<file path="config.mk">
export PLATFORM = sky130hd
export DESIGN_NAME = qoi_pixel_encoder_unit
export DESIGN_NICKNAME = d
export VERILOG_FILES = /design/src/rtl/qpe_pkg.sv /design/src/rtl/qpe_ram.sv /design/src/rtl/qpe_chunk.sv /design/src/rtl/qpe_serializer.sv /design/src/rtl/qoi_pixel_encoder_unit.sv
export SDC_FILE = /design/constraint.sdc
export NUM_CORES = 2
export LEC_CHECK = 0
export BUFFER_PORTS_ARGS = -buffer_cell sky130_fd_sc_hd__buf_2
export CAP_MARGIN = 10
export CORE_MARGIN = 2
export CORE_UTILIZATION = 45
export CTS_CLUSTER_DIAMETER = 150
export DETAILED_ROUTE_END_ITERATION = 8
export SYNTH_ARGS = -nofsm -noshare
export SYNTH_HDL_FRONTEND = slang
export SYNTH_SLANG_ARGS = --single-unit
</file>
<file path="constraint.sdc">
create_clock -name clk_i -period 21 [get_ports clk_i]
set_input_delay 2.1 -clock clk_i [delete_from_list [all_inputs] [get_ports clk_i]]
set_output_delay 2.1 -clock clk_i [all_outputs]
set_load 0.03 [all_outputs]
</file>
<file path="src/rtl/qpe_pkg.sv">
`default_nettype none

package qpe_pkg;

  localparam int unsigned TableEntries = 64;
  localparam int unsigned HashW        = $clog2(TableEntries);
  localparam int unsigned MaxRun       = 62;
  localparam int unsigned RunW         = 6;
  localparam int unsigned MaxBytes     = 14;
  localparam int unsigned CntW         = $clog2(MaxBytes + 1);
  localparam int unsigned HeadBytes    = 6;
  localparam int unsigned HeadW        = $clog2(HeadBytes);
  localparam int unsigned ChunkBytes   = 5;
  localparam int unsigned ChunkW       = $clog2(ChunkBytes + 1);
  localparam int unsigned EndBytes     = 8;

  localparam logic [7:0] OpIndex = 8'h00;
  localparam logic [7:0] OpDiff  = 8'h40;
  localparam logic [7:0] OpLuma  = 8'h80;
  localparam logic [7:0] OpRun   = 8'hc0;
  localparam logic [7:0] OpRgb   = 8'hfe;
  localparam logic [7:0] OpRgba  = 8'hff;
  localparam logic [7:0] EndMark = 8'h01;

  typedef struct packed {
    logic [7:0] a;
    logic [7:0] b;
    logic [7:0] g;
    logic [7:0] r;
  } pixel_t;

  localparam pixel_t PixelReset = '{a: 8'hff, b: 8'h00, g: 8'h00, r: 8'h00};

  typedef struct packed {
    logic [MaxBytes-1:0][7:0] bytes;
    logic [CntW-1:0]          count;
  } ser_load_t;

  function automatic logic [HashW-1:0] qoi_hash(pixel_t p);
    logic [HashW-1:0] s;
    s = p.r[HashW-1:0] * HashW'(3) + p.g[HashW-1:0] * HashW'(5) +
        p.b[HashW-1:0] * HashW'(7) + p.a[HashW-1:0] * HashW'(11);
    return s;
  endfunction

endpackage

`default_nettype wire

</file>
<file path="src/rtl/qpe_ram.sv">
`default_nettype none

module qpe_ram #(
  parameter int unsigned Width = 32,
  parameter int unsigned Depth = 64
) (
  input  wire logic                     clk_i,
  input  wire logic                     we_i,
  input  wire logic [$clog2(Depth)-1:0] waddr_i,
  input  wire logic [Width-1:0]         wdata_i,
  input  wire logic                     re_i,
  input  wire logic [$clog2(Depth)-1:0] raddr_i,
  output logic      [Width-1:0]         rdata_o
);

  logic [Width-1:0] mem_q [Depth];
  logic [Width-1:0] rdata_q;

  always_ff @(posedge clk_i) begin
    if (we_i) begin
      mem_q[waddr_i] <= wdata_i;
    end
    if (re_i) begin
      rdata_q <= mem_q[raddr_i];
    end
  end

  assign rdata_o = rdata_q;

endmodule

`default_nettype wire

</file>
<file path="src/rtl/qpe_chunk.sv">
`default_nettype none

module qpe_chunk import qpe_pkg::*; (
  input  wire pixel_t           px_i,
  input  wire logic             last_i,
  input  wire pixel_t           prev_i,
  input  wire logic [RunW-1:0]  run_i,
  input  wire logic [HashW-1:0] hash_i,
  input  wire logic             hit_i,
  output ser_load_t             ld_o,
  output logic [RunW-1:0]       run_o,
  output logic                  tbl_wr_o
);

  logic                           eq;
  logic [RunW-1:0]                run_nx;
  logic                           lead;
  logic [7:0]                     lead_byte;
  logic [ChunkBytes-1:0][7:0]     chunk;
  logic [ChunkW-1:0]              chunk_len;
  logic [HeadBytes-1:0][7:0]      head;
  logic [CntW-1:0]                head_len;
  logic                           tail_run;
  logic [CntW-1:0]                tail_len;
  logic [CntW-1:0]                pos;
  logic [CntW-1:0]                tpos;
  logic [7:0]                     dr, dg, db;
  logic [7:0]                     dro, dgo, dbo, dgl;
  logic [9:0]                     rgo, bgo;

  always_comb begin
    eq        = (px_i == prev_i);
    run_nx    = '0;
    lead      = 1'b0;
    lead_byte = '0;
    chunk     = '0;
    chunk_len = '0;
    dr  = px_i.r - prev_i.r;
    dg  = px_i.g - prev_i.g;
    db  = px_i.b - prev_i.b;
    dro = dr + 8'd2;
    dgo = dg + 8'd2;
    dbo = db + 8'd2;
    dgl = dg + 8'd32;
    rgo = {{2{dr[7]}}, dr} - {{2{dg[7]}}, dg} + 10'd8;
    bgo = {{2{db[7]}}, db} - {{2{dg[7]}}, dg} + 10'd8;

    if (eq) begin
      run_nx = run_i + RunW'(1);
      if (run_nx >= RunW'(MaxRun)) begin
        lead      = 1'b1;
        lead_byte = OpRun | {2'b00, run_i};
        run_nx    = '0;
      end
    end else begin
      lead      = (run_i != '0);
      lead_byte = OpRun | {2'b00, run_i - RunW'(1)};
      if (hit_i) begin
        chunk[0]  = OpIndex | {2'b00, hash_i};
        chunk_len = ChunkW'(1);
      end else if (px_i.a == prev_i.a) begin
        if (dro < 8'd4 && dgo < 8'd4 && dbo < 8'd4) begin
          chunk[0]  = OpDiff | {2'b00, dro[1:0], dgo[1:0], dbo[1:0]};
          chunk_len = ChunkW'(1);
        end else if (dgl < 8'd64 && rgo < 10'd16 && bgo < 10'd16) begin
          chunk[0]  = OpLuma | {2'b00, dgl[5:0]};
          chunk[1]  = {rgo[3:0], bgo[3:0]};
          chunk_len = ChunkW'(2);
        end else begin
          chunk[0]  = OpRgb;
          chunk[1]  = px_i.r;
          chunk[2]  = px_i.g;
          chunk[3]  = px_i.b;
          chunk_len = ChunkW'(4);
        end
      end else begin
        chunk[0]  = OpRgba;
        chunk[1]  = px_i.r;
        chunk[2]  = px_i.g;
        chunk[3]  = px_i.b;
        chunk[4]  = px_i.a;
        chunk_len = ChunkW'(5);
      end
    end

    head[0] = lead ? lead_byte : chunk[0];
    for (int k = 1; k < ChunkBytes; k++) begin
      head[k] = lead ? chunk[k-1] : chunk[k];
    end
    head[HeadBytes-1] = lead ? chunk[ChunkBytes-1] : 8'h00;
    head_len = CntW'(lead) + CntW'(chunk_len);

    tail_run = last_i && (run_nx != '0);
    tail_len = last_i ? (CntW'(EndBytes) + CntW'(tail_run)) : '0;

    for (int i = 0; i < MaxBytes; i++) begin
      pos  = CntW'(i);
      tpos = pos - head_len;
      if (pos < head_len) begin
        ld_o.bytes[i] = head[pos[HeadW-1:0]];
      end else if (tail_run && tpos == '0) begin
        ld_o.bytes[i] = OpRun | {2'b00, run_nx - RunW'(1)};
      end else if (last_i && tpos == tail_len - CntW'(1)) begin
        ld_o.bytes[i] = EndMark;
      end else begin
        ld_o.bytes[i] = 8'h00;
      end
    end
    ld_o.count = head_len + tail_len;

    run_o    = run_nx;
    tbl_wr_o = !eq && !hit_i;
  end

endmodule

`default_nettype wire

</file>
<file path="src/rtl/qpe_serializer.sv">
`default_nettype none

module qpe_serializer import qpe_pkg::*; (
  input  wire logic      clk_i,
  input  wire logic      rst_ni,
  input  wire logic      ld_vld_i,
  input  wire ser_load_t ld_i,
  output logic           free_o,
  output logic           m_axis_tvalid,
  input  wire logic      m_axis_tready,
  output logic [7:0]     m_axis_tdata,  // out_byte
  output logic           m_axis_tlast   // last_byte
);

  logic [MaxBytes-1:0][7:0] buf_q, buf_d;
  logic [CntW-1:0]          cnt_q, cnt_d;
  logic                     xfer;

  assign xfer   = m_axis_tvalid && m_axis_tready;
  assign free_o = (cnt_q == '0) || (cnt_q == CntW'(1) && m_axis_tready);

  always_comb begin
    buf_d = buf_q;
    cnt_d = cnt_q;
    if (ld_vld_i) begin
      buf_d = ld_i.bytes;
      cnt_d = ld_i.count;
    end else if (xfer) begin
      buf_d = buf_q >> 8;
      cnt_d = cnt_q - CntW'(1);
    end
  end

  always_ff @(posedge clk_i or negedge rst_ni) begin
    if (!rst_ni) begin
      cnt_q <= '0;
    end else begin
      cnt_q <= cnt_d;
    end
  end

  always_ff @(posedge clk_i) begin
    buf_q <= buf_d;
  end

  assign m_axis_tvalid = (cnt_q != '0);
  assign m_axis_tdata  = buf_q[0];
  assign m_axis_tlast  = (cnt_q == CntW'(1));

  a_cnt_bound: assert property (@(posedge clk_i) disable iff (!rst_ni)
    cnt_q <= CntW'(MaxBytes))
    else $error("byte count exceeds buffer");

  a_load_free: assert property (@(posedge clk_i) disable iff (!rst_ni)
    ld_vld_i |-> (cnt_q == '0 || (cnt_q == CntW'(1) && m_axis_tready)))
    else $error("load over undelivered bytes");

  a_drain: assert property (@(posedge clk_i) disable iff (!rst_ni)
    (xfer && !ld_vld_i) |=> cnt_q == $past(cnt_q) - CntW'(1))
    else $error("byte count did not advance on transfer");

  a_load_cnt: assert property (@(posedge clk_i) disable iff (!rst_ni)
    (ld_vld_i && ld_i.count != '0) |=> m_axis_tvalid)
    else $error("loaded bytes not presented");

endmodule

`default_nettype wire

</file>
<file path="src/rtl/qoi_pixel_encoder_unit.sv">
// QOI chunk encoder, one RGBA pixel in, a stream of chunk bytes out.
// Input channel s_axis: tdata carries red, green, blue, alpha (red lowest),
// tlast marks the last pixel of an image. Output channel m_axis: one byte of
// the chunk stream per transfer, tlast on the final byte caused by a pixel.
// A pixel that only extends a run produces no output transfer.
// A pixel accepted on s_axis is registered in the encode register and encoded
// there; its bytes go to the serializer buffer, from which m_axis offers them.
// Throughput: one pixel per cycle while m_axis is ready and each pixel gives
// at most one byte; the output port moves one byte per cycle while ready, so
// a pixel giving k bytes (up to 14: run, RGBA chunk and the 8-byte end marker)
// holds the next pixel in the encode register until its bytes nearly drain.
// The seen-pixel table is a 64-entry RAM read at the hash of the arriving
// pixel, with per-entry valid flops (an unwritten entry matches only the
// all-zero pixel) and a forward path for a write made at the same edge.
// Reset: previous pixel is opaque black, run length zero, table all zero.
// The same state returns after the end marker of each image.
// A stall on m_axis holds the current byte and, once the encode register is
// full, drops s_axis_tready; nothing is lost or repeated.
`default_nettype none

module qoi_pixel_encoder_unit import qpe_pkg::*; (
  input  wire logic        clk_i,
  input  wire logic        rst_ni,
  input  wire logic        s_axis_tvalid,
  output logic             s_axis_tready,
  input  wire logic [31:0] s_axis_tdata,  // red, green, blue, alpha
  input  wire logic        s_axis_tlast,  // last_pixel
  output logic             m_axis_tvalid,
  input  wire logic        m_axis_tready,
  output logic [7:0]       m_axis_tdata,  // out_byte
  output logic             m_axis_tlast   // last_byte
);

  pixel_t                  s_px;
  logic [HashW-1:0]        s_hash;
  logic                    s_acc;

  logic                    a_vld_q;
  pixel_t                  a_px_q;
  logic                    a_last_q;
  logic [HashW-1:0]        a_hash_q;
  logic                    byp_q;
  pixel_t                  byp_px_q;
  logic                    a_adv;

  pixel_t                  prev_q;
  logic [RunW-1:0]         run_q;
  logic [TableEntries-1:0] seen_vld_q;

  logic [31:0]             ram_rdata;
  pixel_t                  tbl_px;
  logic                    hit;
  logic                    tbl_we;

  ser_load_t               ld;
  logic [RunW-1:0]         run_nx;
  logic                    tbl_wr;
  logic                    ser_free;

  assign s_px   = pixel_t'(s_axis_tdata);
  assign s_hash = qoi_hash(s_px);

  assign a_adv         = a_vld_q && (ld.count == '0 || ser_free);
  assign s_axis_tready = !a_vld_q || a_adv;
  assign s_acc         = s_axis_tvalid && s_axis_tready;
  assign tbl_we        = a_adv && tbl_wr && !a_last_q;

  qpe_ram #(
    .Width (32),
    .Depth (TableEntries)
  ) u_seen (
    .clk_i   (clk_i),
    .we_i    (tbl_we),
    .waddr_i (a_hash_q),
    .wdata_i (a_px_q),
    .re_i    (s_acc),
    .raddr_i (s_hash),
    .rdata_o (ram_rdata)
  );

  assign tbl_px = byp_q ? byp_px_q : pixel_t'(ram_rdata);
  assign hit    = (byp_q || seen_vld_q[a_hash_q]) ? (tbl_px == a_px_q) : (a_px_q == '0);

  qpe_chunk u_chunk (
    .px_i     (a_px_q),
    .last_i   (a_last_q),
    .prev_i   (prev_q),
    .run_i    (run_q),
    .hash_i   (a_hash_q),
    .hit_i    (hit),
    .ld_o     (ld),
    .run_o    (run_nx),
    .tbl_wr_o (tbl_wr)
  );

  qpe_serializer u_ser (
    .clk_i         (clk_i),
    .rst_ni        (rst_ni),
    .ld_vld_i      (a_adv && ld.count != '0),
    .ld_i          (ld),
    .free_o        (ser_free),
    .m_axis_tvalid (m_axis_tvalid),
    .m_axis_tready (m_axis_tready),
    .m_axis_tdata  (m_axis_tdata),
    .m_axis_tlast  (m_axis_tlast)
  );

  always_ff @(posedge clk_i or negedge rst_ni) begin
    if (!rst_ni) begin
      a_vld_q    <= 1'b0;
      byp_q      <= 1'b0;
      prev_q     <= PixelReset;
      run_q      <= '0;
      seen_vld_q <= '0;
    end else begin
      if (s_acc) begin
        a_vld_q <= 1'b1;
        byp_q   <= tbl_we && (a_hash_q == s_hash);
      end else if (a_adv) begin
        a_vld_q <= 1'b0;
      end
      if (a_adv) begin
        if (a_last_q) begin
          prev_q     <= PixelReset;
          run_q      <= '0;
          seen_vld_q <= '0;
        end else begin
          prev_q <= a_px_q;
          run_q  <= run_nx;
          if (tbl_wr) begin
            seen_vld_q[a_hash_q] <= 1'b1;
          end
        end
      end
    end
  end

  always_ff @(posedge clk_i) begin
    if (s_acc) begin
      a_px_q   <= s_px;
      a_last_q <= s_axis_tlast;
      a_hash_q <= s_hash;
      byp_px_q <= a_px_q;
    end
  end

  a_run_bound: assert property (@(posedge clk_i) disable iff (!rst_ni)
    run_q < RunW'(MaxRun))
    else $error("run length reached flush limit unflushed");

  a_last_clears: assert property (@(posedge clk_i) disable iff (!rst_ni)
    (a_adv && a_last_q) |=> (run_q == '0 && seen_vld_q == '0))
    else $error("state not cleared after last pixel");

  a_byp_valid: assert property (@(posedge clk_i) disable iff (!rst_ni)
    (a_vld_q && byp_q) |-> seen_vld_q[a_hash_q])
    else $error("forwarded entry not marked valid");

endmodule

`default_nettype wire
</file>
==> results.cfg <==
[outcome]
status = finished, final reports clean

[worst_setup_path]
start_kind = register
cp_data_arrival_time_ns = 8.66
cpMaxStageDelayCell = a21oi_1
path_max_fanout = 52
reg2regPathDepth = 31
r2r_end = u_seen.mem_q[12][5]
crit_path_start = a_px_q[8]
path_class = reg -> out
slowest_delay_ns = 0.72
r2r_start = a_px_q[8]
required_ns = 18.90
worst-r2r-setup-slack_ns = 10.78
endpoint_kind = primary output
cp_common_cell = ha_1

[clocking]
ctsRootBufferMaster = clkbuf_16
hold_buffers = 0
path_clk_slew_ns = 0.06
cts_buffers = 236
post_cts_buffers = 0
postCtsResizedCells = 0
cts_sinks = 2371
cts_tree = done
clockBufferDepth = 3
htreeDepth = 4
clk_latency_ns = 0.89

[logic_synthesis]
syn_area_um2 = 97300
ys_ff_latch = 2371
synthCells = 4827
syn_area_per_cell_um2 = 20.2
async_flop_share = 0.0456
synthFlopType = edfxtp_1
ys_warn_count = 0
yosysSeqAreaShare = 0.726
yosys.area.top_type = edfxtp_1
synth_area_leaders = edfxtp_1 (70%), mux4_2 (16%), dfrtp_1 (2.6%)
synth_top_area_frac = 0.698
synth_edf_count = 2263
synth_cell_type_count = 96

[global_route]
grt_pass1_wl_mm = 377
gr-total-overflow = 0
grt_max_degree = 98
grt.total_usage = 0.243
grt_antenna_before_repair = 15
grt_pass1_vias = 49993

[power]
powerDensity_nw_per_um2 = 154
ir_worst_vdd_v = 0.000348
finalPower_mw = 16.9
leakagePower_nw = 35.0

[cells_and_area]
multi_input_area_um2 = 25700
layout_commonest_cell = edfxtp_1
utilization = 0.510
regArea_um2 = 70700
layout_common_cells = edfxtp_1 (2263), mux4_2 (674), clkbuf_16 (236), nand2_1 (181), buf_4 (173)
nNetsFinal = 5176
n_fill_cell = 17012
drive_gt1_frac = 0.261
syn_to_final_growth_pct = 12.6
final-instance-count-excl-fill = 8070

[die]
rows = 170
die_w_um = 469
coreArea_um2 = 215000
initial_core_util = 0.453
ios = 48
die-area_um2 = 220000
die_y_um = 469

[worst_hold_path]
hold_depth = 2
min_from = prev_q[0]
hold_path_end = prev_q[0]
min_path_type = reg -> reg

[timing]
slew-limit-headroom = 0.233
fin_worst_skew_ns = 0.0770
slew_viol_final = 0
min_period_ns = 10.76
setup_viol = 0
rsz0062_at_grt = false
timing.fmax_mhz = 92.9
tightest_slew_ns = 1.14
fin_crit_sh = 0.513
timing.hold.ws_ns = 0.482
hold_viol_final = 0
finalSetupTns_ns = 0

[route]
vias_per_cell = 6.21
drt_first_pass_iters = 6
wl_per_cell_um = 32.9
drc = 0
routed_wl_mm = 266
drtIter0Drc = 6684
ant_nets = 0
vias = 50124

[placement]
place_inst = 7626
place_congestion = 0.911
hpwl_mm = 152
io_buffers = 47

[flow_run]
maxCapViolCount = 0
[final cells by class]
class / instances / area share
Antenna cell: 1 / 0.0000228
Sequential cell: 2371 / 0.645
Tap cell: 2838 / 0.0324
Inverter: 103 / 0.00353
Clock buffer: 286 / 0.0562
Multi-Input combinational cell: 2091 / 0.234
Clock inverter: 157 / 0.0142
Timing Repair Buffer: 223 / 0.0147
[layer usage]
metal,global-route usage,up-vias,wire length [um]
met5,0,-,22
met4,0.0710,4,7860
met3,0.0390,414,19900
met2,0.380,2271,126000
met1,0.355,27009,112000
li1,-,20426,-
[sequential cells by signal (all words and copies together) (netlist names), 6 cells and up]
| signal | count |
|---|---|
| a_hash_q | 6 |
| a_px_q | 32 |
| byp_px_q | 32 |
| prev_q | 32 |
| run_q | 6 |
| seen_vld_q | 64 |
| u_seen.mem_q | 2048 |
| u_seen.rdata_o | 32 |
| u_ser.buf_q | 104 |
| u_ser.m_axis_tdata | 8 |
[kinds of logic after synthesis]
logic type / Yosys count / synth area share
adder cells (fa/ha/maj): 116 / 0.0170
multiplexers: 733 / 0.162
other: 2 / 0.0000772
flip-flops: 2371 / 0.726
AND/OR/NAND/NOR: 620 / 0.0317
buffers and inverters: 368 / 0.0152
XOR/XNOR: 124 / 0.0116
AO/OA/AOI/OAI: 493 / 0.0359
[cells in the mapped netlist (52+ instances only)]
master / number
a21oi_1: 63
clkbuf_1: 167
o21a_1: 89
o21ai_0: 83
mux4_2: 674
mux2i_1: 52
buf_1: 64
nor2_1: 134
inv_1: 100
xnor2_1: 87
dfrtp_1: 100
nand2_1: 182
nor3_1: 82
edfxtp_1: 2263
ha_1: 85
[worst max-delay path by stage]
stage,end,cells after the start
2_1_floorplan,a_hash_q[0],28
5_1_grt,s_axis_tready,30
4_1_cts,s_axis_tready,29
3_5_place_dp,u_seen.mem_q[12][18],31
3_3_place_gp,u_seen.mem_q[12][18],29
6_report,s_axis_tready,29
[critical path, delay by kind of cell (launching register included)]
kind                       cells  cell delay [ns]
AOI/OAI and AO/OA              3             1.28
adders and majority gates      6             1.92
buffers and inverters          6             1.26
and+or+nand+nor                8             1.86
xor gates and xnor gates       6             1.10
DFF                            1             0.32
[stage by stage]
| step | worst slack [ns] | instance area, um2 |
|---|---|---|
| global route | 9.67 | 110000 |
| floorplan | 6.33 | 97300 |
| finish | 10.24 | 110000 |
| detailed placement | 10.92 | 102000 |
| CTS | 10.29 | 110000 |
| global placement | 11.01 | 102000 |
[report_power, final]
part	total [mW]	internal, mW	leakage (nW)	switching [mW]
clock network	4.20	2.39	3.77	1.82
logic	6.80	2.81	9.38	3.99
registers	5.89	5.78	21.9	0.111
(Power assumes the default switching activity.)
